==> src/rtl/bb3_pkg.sv <==
// bb3_pkg: shared constants and types for the 3x3 box blur core.
// Used by every module under rtl/; depends on nothing.
`default_nettype none

package bb3_pkg;

   localparam int IMAGE_SIZE = 256;
   localparam int CNT_W      = $clog2(IMAGE_SIZE);
   localparam int PIX_W      = 8;
   localparam int LINE_CELLS = 2 * IMAGE_SIZE;

   // nine 8-bit values sum to at most 2295
   localparam int SUM_W      = 12;
   // floor(sum / 9) == (sum * 7282) >> 16 for every sum below 2296
   localparam int DIV_SHIFT  = 16;
   localparam int RECIP_W    = 13;
   localparam logic [RECIP_W-1:0] DIV_RECIP = 13'd7282;

   typedef struct packed {
      logic             hit;
      logic [PIX_W-1:0] row;
      logic [PIX_W-1:0] col;
      logic             last;
   } bb3_tag_type;

endpackage

`default_nettype wire

==> src/rtl/bb3_cell.sv <==
// bb3_cell: one pixel slot of the line buffer chain.
// Standalone; uses bb3_pkg for the pixel width.
`default_nettype none

module bb3_cell (
   input  wire logic                      clock,
   input  wire logic                      shift_en,
   input  wire logic [bb3_pkg::PIX_W-1:0] pix_d,
   output logic      [bb3_pkg::PIX_W-1:0] pix_q
);

   logic [bb3_pkg::PIX_W-1:0] pix_ff;

   always_ff @(posedge clock) begin
      if (shift_en) begin
         pix_ff <= pix_d;
      end
   end

   assign pix_q = pix_ff;

endmodule

`default_nettype wire

==> src/rtl/bb3_window.sv <==
// bb3_window: 3x3 window columns, nine-value sum, divide by nine and result register.
// Depends on bb3_pkg.
`default_nettype none

module bb3_window (
   input  wire logic                      clock,
   input  wire logic                      reset,
   input  wire logic                      shift_en,
   input  wire logic [bb3_pkg::PIX_W-1:0] bot_pix,
   input  wire logic [bb3_pkg::PIX_W-1:0] mid_pix,
   input  wire logic [bb3_pkg::PIX_W-1:0] top_pix,
   input  wire bb3_pkg::bb3_tag_type      tag,
   output logic                           in_stall,
   output logic                           rsp_valid,
   input  wire logic                      rsp_stall,
   output logic [bb3_pkg::PIX_W-1:0]      rsp_blurred_pixel,
   output logic [bb3_pkg::PIX_W-1:0]      rsp_center_row,
   output logic [bb3_pkg::PIX_W-1:0]      rsp_center_col,
   output logic                           rsp_frame_done
);

   localparam int PROD_W = bb3_pkg::SUM_W + bb3_pkg::RECIP_W;

   // columns c-1 (near) and c-2 (far)
   logic [bb3_pkg::PIX_W-1:0] near_top_ff, near_mid_ff, near_bot_ff;
   logic [bb3_pkg::PIX_W-1:0] far_top_ff, far_mid_ff, far_bot_ff;

   logic                      s1_valid_ff, s1_valid_in;
   logic [bb3_pkg::SUM_W-1:0] s1_sum_ff, s1_sum_in;
   bb3_pkg::bb3_tag_type      s1_tag_ff;

   logic                      rsp_valid_ff;
   logic [bb3_pkg::PIX_W-1:0] pix_ff, pix_in;
   logic [bb3_pkg::PIX_W-1:0] row_ff, col_ff;
   logic                      done_ff;

   logic                      out_en, s1_en;
   logic [PROD_W-1:0]         prod;

   always_ff @(posedge clock) begin
      if (reset) begin
         near_top_ff <= '0;
         near_mid_ff <= '0;
         near_bot_ff <= '0;
         far_top_ff  <= '0;
         far_mid_ff  <= '0;
         far_bot_ff  <= '0;
      end else if (shift_en) begin
         far_top_ff  <= near_top_ff;
         far_mid_ff  <= near_mid_ff;
         far_bot_ff  <= near_bot_ff;
         near_top_ff <= top_pix;
         near_mid_ff <= mid_pix;
         near_bot_ff <= bot_pix;
      end
   end

   always_comb begin
      s1_sum_in = bb3_pkg::SUM_W'(top_pix) + bb3_pkg::SUM_W'(mid_pix)
                + bb3_pkg::SUM_W'(bot_pix)
                + bb3_pkg::SUM_W'(near_top_ff) + bb3_pkg::SUM_W'(near_mid_ff)
                + bb3_pkg::SUM_W'(near_bot_ff)
                + bb3_pkg::SUM_W'(far_top_ff) + bb3_pkg::SUM_W'(far_mid_ff)
                + bb3_pkg::SUM_W'(far_bot_ff);
      s1_valid_in = shift_en && tag.hit;
   end

   // advance the output slot when it is empty or being taken; stage 1 fills bubbles
   assign out_en   = !rsp_valid_ff || !rsp_stall;
   assign s1_en    = !s1_valid_ff || out_en;
   assign in_stall = !s1_en;

   always_ff @(posedge clock) begin
      if (reset) begin
         s1_valid_ff <= 1'b0;
      end else if (s1_en) begin
         s1_valid_ff <= s1_valid_in;
      end
   end

   always_ff @(posedge clock) begin
      if (s1_en) begin
         s1_sum_ff <= s1_sum_in;
         s1_tag_ff <= tag;
      end
   end

   assign prod   = PROD_W'(s1_sum_ff) * PROD_W'(bb3_pkg::DIV_RECIP);
   assign pix_in = prod[bb3_pkg::DIV_SHIFT +: bb3_pkg::PIX_W];

   always_ff @(posedge clock) begin
      if (reset) begin
         rsp_valid_ff <= 1'b0;
      end else if (out_en) begin
         rsp_valid_ff <= s1_valid_ff;
      end
   end

   always_ff @(posedge clock) begin
      if (out_en) begin
         pix_ff  <= pix_in;
         row_ff  <= s1_tag_ff.row;
         col_ff  <= s1_tag_ff.col;
         done_ff <= s1_tag_ff.last;
      end
   end

   assign rsp_valid         = rsp_valid_ff;
   assign rsp_blurred_pixel = pix_ff;
   assign rsp_center_row    = row_ff;
   assign rsp_center_col    = col_ff;
   assign rsp_frame_done    = done_ff;

endmodule

`default_nettype wire

==> src/rtl/box_blur_3x3_gray_core.sv <==
// box_blur_3x3_gray_core: streaming 3x3 mean filter over a square grayscale frame.
// Depends on bb3_pkg, bb3_cell and bb3_window.
//
//   channel | handshake            | payload
//   --------+----------------------+-------------------------------------------------
//   req     | req_valid/req_stall  | req_pixel_in
//   rsp     | rsp_valid/rsp_stall  | rsp_blurred_pixel, rsp_center_row/col, rsp_frame_done
//
// One pixel per cycle while requests are not stalled. The sum stage registers the
// nine-value sum; the result register takes the reciprocal multiply that divides by nine.
// Line buffers are a chain of 2*IMAGE_SIZE pixel cells that shift once per request.
// Reset clears the counters, window and valid bits; cell contents stay undefined.
// A stalled result holds; one more result fits in the sum stage, then requests stall.
`default_nettype none

module box_blur_3x3_gray_core (
   input  wire logic                      clock,
   input  wire logic                      reset,
   input  wire logic                      req_valid,
   output logic                           req_stall,
   input  wire logic [bb3_pkg::PIX_W-1:0] req_pixel_in,
   output logic                           rsp_valid,
   input  wire logic                      rsp_stall,
   output logic [bb3_pkg::PIX_W-1:0]      rsp_blurred_pixel,
   output logic [bb3_pkg::PIX_W-1:0]      rsp_center_row,
   output logic [bb3_pkg::PIX_W-1:0]      rsp_center_col,
   output logic                           rsp_frame_done
);

   localparam logic [bb3_pkg::CNT_W-1:0] LAST_POS = bb3_pkg::CNT_W'(bb3_pkg::IMAGE_SIZE - 1);
   localparam logic [bb3_pkg::CNT_W-1:0] ONE_POS  = bb3_pkg::CNT_W'(1);
   localparam logic [bb3_pkg::CNT_W-1:0] TWO_POS  = bb3_pkg::CNT_W'(2);

   logic [bb3_pkg::CNT_W-1:0] col_ff, col_in;
   logic [bb3_pkg::CNT_W-1:0] row_ff, row_in;
   logic                      accept;
   logic                      in_stall;
   bb3_pkg::bb3_tag_type      tag;

   logic [bb3_pkg::PIX_W-1:0] chain_q [bb3_pkg::LINE_CELLS];

   assign req_stall = in_stall;
   assign accept    = req_valid && !in_stall;

   // first cell takes the new pixel, each other cell its left neighbor
   genvar i;
   generate
      for (i = 0; i < bb3_pkg::LINE_CELLS; i++) begin : g_cell
         if (i == 0) begin : g_head
            bb3_cell u_cell (
               .clock    (clock),
               .shift_en (accept),
               .pix_d    (req_pixel_in),
               .pix_q    (chain_q[i])
            );
         end else begin : g_body
            bb3_cell u_cell (
               .clock    (clock),
               .shift_en (accept),
               .pix_d    (chain_q[i-1]),
               .pix_q    (chain_q[i])
            );
         end
      end
   endgenerate

   always_comb begin
      col_in = col_ff;
      row_in = row_ff;
      if (accept) begin
         if (col_ff == LAST_POS) begin
            col_in = '0;
            row_in = (row_ff == LAST_POS) ? '0 : row_ff + ONE_POS;
         end else begin
            col_in = col_ff + ONE_POS;
         end
      end
      tag.hit  = (row_ff >= TWO_POS) && (col_ff >= TWO_POS);
      tag.row  = bb3_pkg::PIX_W'(row_ff - ONE_POS);
      tag.col  = bb3_pkg::PIX_W'(col_ff - ONE_POS);
      tag.last = (row_ff == LAST_POS) && (col_ff == LAST_POS);
   end

   always_ff @(posedge clock) begin
      if (reset) begin
         col_ff <= '0;
         row_ff <= '0;
      end else begin
         col_ff <= col_in;
         row_ff <= row_in;
      end
   end

   bb3_window u_window (
      .clock             (clock),
      .reset             (reset),
      .shift_en          (accept),
      .bot_pix           (req_pixel_in),
      .mid_pix           (chain_q[bb3_pkg::IMAGE_SIZE-1]),
      .top_pix           (chain_q[bb3_pkg::LINE_CELLS-1]),
      .tag               (tag),
      .in_stall          (in_stall),
      .rsp_valid         (rsp_valid),
      .rsp_stall         (rsp_stall),
      .rsp_blurred_pixel (rsp_blurred_pixel),
      .rsp_center_row    (rsp_center_row),
      .rsp_center_col    (rsp_center_col),
      .rsp_frame_done    (rsp_frame_done)
   );

endmodule

`default_nettype wire

==> config.mk <==
export PLATFORM = sky130hd
export DESIGN_NAME = box_blur_3x3_gray_core
export DESIGN_NICKNAME = d
export VERILOG_FILES = /design/src/rtl/bb3_pkg.sv /design/src/rtl/bb3_cell.sv /design/src/rtl/bb3_window.sv /design/src/rtl/box_blur_3x3_gray_core.sv
export SDC_FILE = /design/constraint.sdc
export NUM_CORES = 2
export LEC_CHECK = 0
export BUFFER_PORTS_ARGS = -buffer_cell sky130_fd_sc_hd__buf_4
export CORE_MARGIN = 2
export CORE_UTILIZATION = 63
export CTS_CLUSTER_DIAMETER = 120
export DETAILED_ROUTE_END_ITERATION = 8
export GPL_ROUTABILITY_DRIVEN = 0
export GPL_TIMING_DRIVEN = 0
export PLACE_DENSITY = 0.87
export SYNTH_ARGS = -nofsm -noshare
export SYNTH_HDL_FRONTEND = slang
export SYNTH_HIERARCHICAL = 1
export SYNTH_SLANG_ARGS = --single-unit
==> constraint.sdc <==
create_clock -name clock -period 246.1 [get_ports clock]
set_input_delay 12.305 -clock clock [delete_from_list [all_inputs] [get_ports clock]]
set_output_delay 12.305 -clock clock [all_outputs]
set_load 0.02 [all_outputs]
# Yosys cells after proc, flatten, opt, wreduce, memory -nomap -nowiden
# Index checks and enable logic that the tools add are counted.
[op_classes]
multipliers = 1
add_sub_neg = 12
reduce_logical = 11
n_eq_ne = 2
order_cmp = 2
n_mux = 2
[op_table]
columns = ["operator", "n"]
rows = [
  ["adder 12 x 8 -> 12 bit", 7],
  ["multiplier 12 x 12 -> 23 bit (second input constant)", 1],
  ["adder 8 x 1 -> 8 bit (second input constant)", 2],
  ["== test 8 bit (second input constant)", 2],
  [">= comparator 8 x 2 -> 1 bit (second input constant)", 2],
  ["2-to-1 mux 8 bit", 2],
  ["subtractor 8 x 1 -> 8 bit (second input constant)", 2],
  ["adder 8 x 8 -> 9 bit", 1],
  ["logical AND 1 bit", 4],
  ["logical NOT 1 bit", 4],
  ["logical OR 1 bit", 2],
  ["AND reduction 2 bit", 1],
]
[word_totals]
register_bits = 4216
output_inout_bits = 27
wordCells = 560

# Depth between registers and ports, before layout
[logic_depth]
depth_word = 8
ltp_mapped = 17
depth_no_buf = 17

# Cells and area by module
# The synthesis kept the hierarchy.
[modules_own_cells]
columns = ["module", "n_inst", "area_per_inst_um2", "cells_per_inst"]
rows = [
  ["bb3_cell", 512, 240.2, 8],
  ["bb3_window", 1, 7238.2, 617],
  ["box_blur_3x3_gray_core", 1, 1146.1, 143],
]

# Least setup slack after synthesis
# Ideal clock, no wire load.
[synth_path]
kind = "input to register"
startpoint = "in rsp_stall"
endpoint = "reg col_ff[2] (netlist bit)"
cell_stages = 7
slack_ns = 115.217
setup_ns = 0.091
required_time_ns = 246.009
arrival_time_ns = 130.792
cell_sequence = "nand3_1 > inv_1 > nor2b_1 > clkbuf_1 > nand2_1 > xor2_1 > nor2_1"
[synth_between]
elab_chain_cells = 4
[synth_rtl]
columns = ["element", "line_no", "source"]
rows = [
  ["start: declaration", "box_blur_3x3_gray_core.sv:23", "input wire logic rsp_stall,"],
  ["logical NOT 1 bit", "bb3_window.sv:69", "assign out_en = !rsp_valid_ff || !rsp_stall;"],
  ["logical OR 1 bit", "bb3_window.sv:69", ""],
  ["logical OR 1 bit", "bb3_window.sv:70", "assign s1_en = !s1_valid_ff || out_en;"],
  ["logical AND 1 bit", "box_blur_3x3_gray_core.sv:43", "assign accept = req_valid && !in_stall;"],
  ["named net accept", "box_blur_3x3_gray_core.sv:36", "logic accept;"],
  ["end signal: assignment", "box_blur_3x3_gray_core.sv:89", "col_ff <= col_in;"],
  ["end: declaration", "box_blur_3x3_gray_core.sv:34", "logic [bb3_pkg::CNT_W-1:0] col_ff, col_in;"],
]
# The timed path passes the listed nets, and every way through them passes these cells.
# A chain may end at the register's enable or synchronous reset.

# Worst setup path in the final report
[layout_path]
startpoint = "in rsp_stall"
endpoint = "out req_stall"
[layout_between]
elab_chain_cells = 4
[layout_rtl]
columns = ["element", "line_no", "source"]
rows = [
  ["logical NOT 1 bit", "bb3_window.sv:69", ""],
  ["logical OR 1 bit", "bb3_window.sv:69", ""],
  ["logical OR 1 bit", "bb3_window.sv:70", ""],
  ["logical NOT 1 bit", "bb3_window.sv:71", "assign in_stall = !s1_en;"],
  ["end: declaration", "box_blur_3x3_gray_core.sv:20", "output logic req_stall,"],
]
# No other way between the ends.

==> impl_results.md <==
* Multi-input logic area at 4790 µm²
* Leakage at 51.1 nW
* WHS Path Cells at 0
* Postcts setup bufs at 0
* R2R depth at 16
* CP Capture Type: output pin
* Worst skew pair latency at 0.95 ns
* Port bufs at 37
* Number of clock sinks at 4216
* Gr ovfl total at 0
* Final Non-Filler Cells at 8432
* Initial antenna violation count at 13
* TNS Setup at 0 ns
* Critical path class: in -> out
* TritonRoute pass-1 iters at 7
* Sequential area share after synthesis at 0.959
* Min cycle time layout at 26.10 ns
* Clock-pin slew on the worst setup and hold paths at 0.07 ns
* Hold_buf cts at 0
* PnR Total Power at 1.77 mW
* Post-synth top area share at 0.949
* Diodes inserted at 0
* GRT Total Usage at 0.231
* DRT iter0 DRCs at 6172
* EDFF count, synth at 4150
* Post-DR wirelength/cell at 28.5 µm
* Horiz. Die Dim at 461 µm
* Final Skew at 0.0732 ns
* Synth cell count leaders: edfxtp_1 (4150), inv_1 (130), ha_1 (86)
* R2R Setup Slk at 239.05 ns
* Max clock buf depth at 4
* Worst Min Path Start: g_cell[204].g_body.u_cell/pix_q[7]
* CP max FO at 31
* RSZ-0062 raised after global routing: false
* Area leader, netlist: edfxtp_1
* Mapped Cells at 4856
* End point of the worst hold path: g_cell[205].g_body.u_cell/pix_q[7]
* PD cells at 11.9 nW/µm²
* DRT Wirelength at 241000 µm
* # nets final at 5526
* Post-DRT Antenna Nets at 0
* TritonCTS buffer count at 390
* Max-cap violations at 0
* Most frequent cell after synthesis: edfxtp_1
* Worst hold path type: reg -> reg
* Worst-margin pin slew at 1.37 ns
* Fmax at 38.3 MHz
* Via Count at 48600
* Maximum VDD drop at 0.0357 mV
* Rel. slew slack at 0.0823
* Synthesis-stage register bit count at 4216
* Drt via density at 5.76
* Storage cell area at 126000 µm²
* Die footprint at 212000 µm²
* First-pass GRT wire length at 351000 µm
* Post-layout utilization of the core at 0.720
* Area Growth Syn to Fin at 13.5%
* Largest net degree at the start of global routing at 81
* Status: completed
* Cells after DPL at 7741
* R2r startpoint: u_window/rsp_valid
* Clk root buf: clkbuf_16
* Reg2Reg Capture Point: g_cell[39].g_body.u_cell/pix_q[4]
* Core ar. at 207000 µm²
* Final hold vios at 0
* Yosys warns at 6
* Ys flop type: edfxtp_1
* H-Tree Depth at 5
* Placed wire-length estimate at 101000 µm
* Initial Util at 0.634
* Worst EP arrival at 13.80 ns
* Rows at 167
* Fill cell count at 10600
* Max Slew Vio Count at 0
* Die Y at 461 µm
* Vias in the first global route at 51100
* CTS tree: built
* Ports at 39
* Tcrit/Tclk final at 0.106
* Distinct cells, synth at 55
* Crit start category: primary input
* Post-Syn Nets at 5037
* Post-Syn Area at 131000 µm²
* Async SR Flop Fraction at 0
* Share of cells above drive strength 1 at 0.119
* Syn_area_per_cell at 27.1 µm²
* Final setup viols at 0
* Area contributors post-synth: edfxtp_1 (95%), fa_1 (1.3%), dfxtp_1 (1.0%)
* Post_cts resized at 0
* # DRC at 0
* CP required at 233.80 ns
==> registers in the layout, indices dropped and copies added, names as in the netlist, 8 cells and up <==
register and count:
g_cell.g_body.u_cell/pix_q 4088, u_window/s1_tag_ff 17, u_window/s1_sum_ff 12, col_ff 8
g_cell.g_head.u_cell/pix_q 8, row_ff 8, u_window/far_bot_ff 8, u_window/far_mid_ff 8
u_window/far_top_ff 8, u_window/near_bot_ff 8, u_window/near_mid_ff 8, u_window/near_top_ff 8
u_window/rsp_blurred_pixel 8, u_window/rsp_center_col 8, u_window/rsp_center_row 8
==> stage by stage <==
stage                     hold slack, ns  setup WS [ns]  cell area, µm²
final                              0.367         220.00          149000
after global routing               0.385         219.92          149000
after CTS                          0.370         220.02          149000
after detailed placement           0.405         220.06          137000
after global placement             0.401          86.02          135000
after floorplan                    0.400         115.22          131000
==> cell usage in the layout (no fill, tap or decap), types with 5 or more instances in the layout <==
cell        count
a21o_1          9
a21oi_1        23
a31oi_1         5
buf_16         56
buf_2           9
buf_4          41
bufinv_16      38
clkbuf_1       80
clkbuf_16     396
clkbuf_8       10
clkinv_1       78
clkinv_2       65
clkinvlp_4     17
dfxtp_1        66
edfxtp_1     4150
fa_1           83
ha_1           86
inv_1         130
inv_6           5
mux2i_1        48
nand2_1        32
nand3_1         7
nand4_1         8
nor2_1         66
nor3_1         12
o21ai_0        11
o21ai_1         5
xnor2_1        11
xor2_1         24
==> cell families after synthesis <==
logic type	synth area share
buffers and inverters	0.00503
muxes	0.00366
and+or+nand+nor	0.00607
xor gates and xnor gates	0.00263
AOI/OAI and AO/OA	0.00320
adders and majority gates	0.0208
DFF	0.959
==> routing by layer <==
layer	vias to the layer above	part of all wire	routed length, µm	GRT usage
li1	20300	-	-	-
met1	25300	0.39	94000	0.310
met2	2195	0.51	123000	0.386
met3	749	0.055	13200	0.0402
met4	6	0.040	9720	0.0843
met5	-	0.00017	42	0
==> report_power, final <==
group          internal [mW]  total, mW  switching, mW
Sequential             0.841      0.862         0.0205
Combinational          0.101      0.300          0.199
Clock                  0.338      0.609          0.271
Total                   1.28       1.77          0.490
==> worst max-delay path: stages <==
cell and delay (ns):
buf_4 0.10, nand3_2 0.76, inv_1 0.43, buf_4 0.21
==> worst max-delay path by stage <==
stage                          from        end  slack, ns  depth (start not counted)
final                     rsp_stall  req_stall     220.00                          4
after global routing      rsp_stall  req_stall     219.92                          4
after CTS                 rsp_stall  req_stall     220.02                          4
after detailed placement  rsp_stall  req_stall     220.06                          4
after global placement    rsp_stall  col_ff[1]      86.02                          7
after floorplan           rsp_stall  col_ff[2]     115.22                          7
==> layout make-up <==
cell class / count / area share
Clock inverter: 214 / 0.0138
Inverter: 130 / 0.00327
Timing Repair Buffer: 97 / 0.0127
Buffer: 28 / 0.00118
Sequential cell: 4216 / 0.844
Tap cell: 2788 / 0.0234
Clock buffer: 477 / 0.0691
Multi-Input combinational cell: 482 / 0.0321
Power figures use the tool's default switching activity.
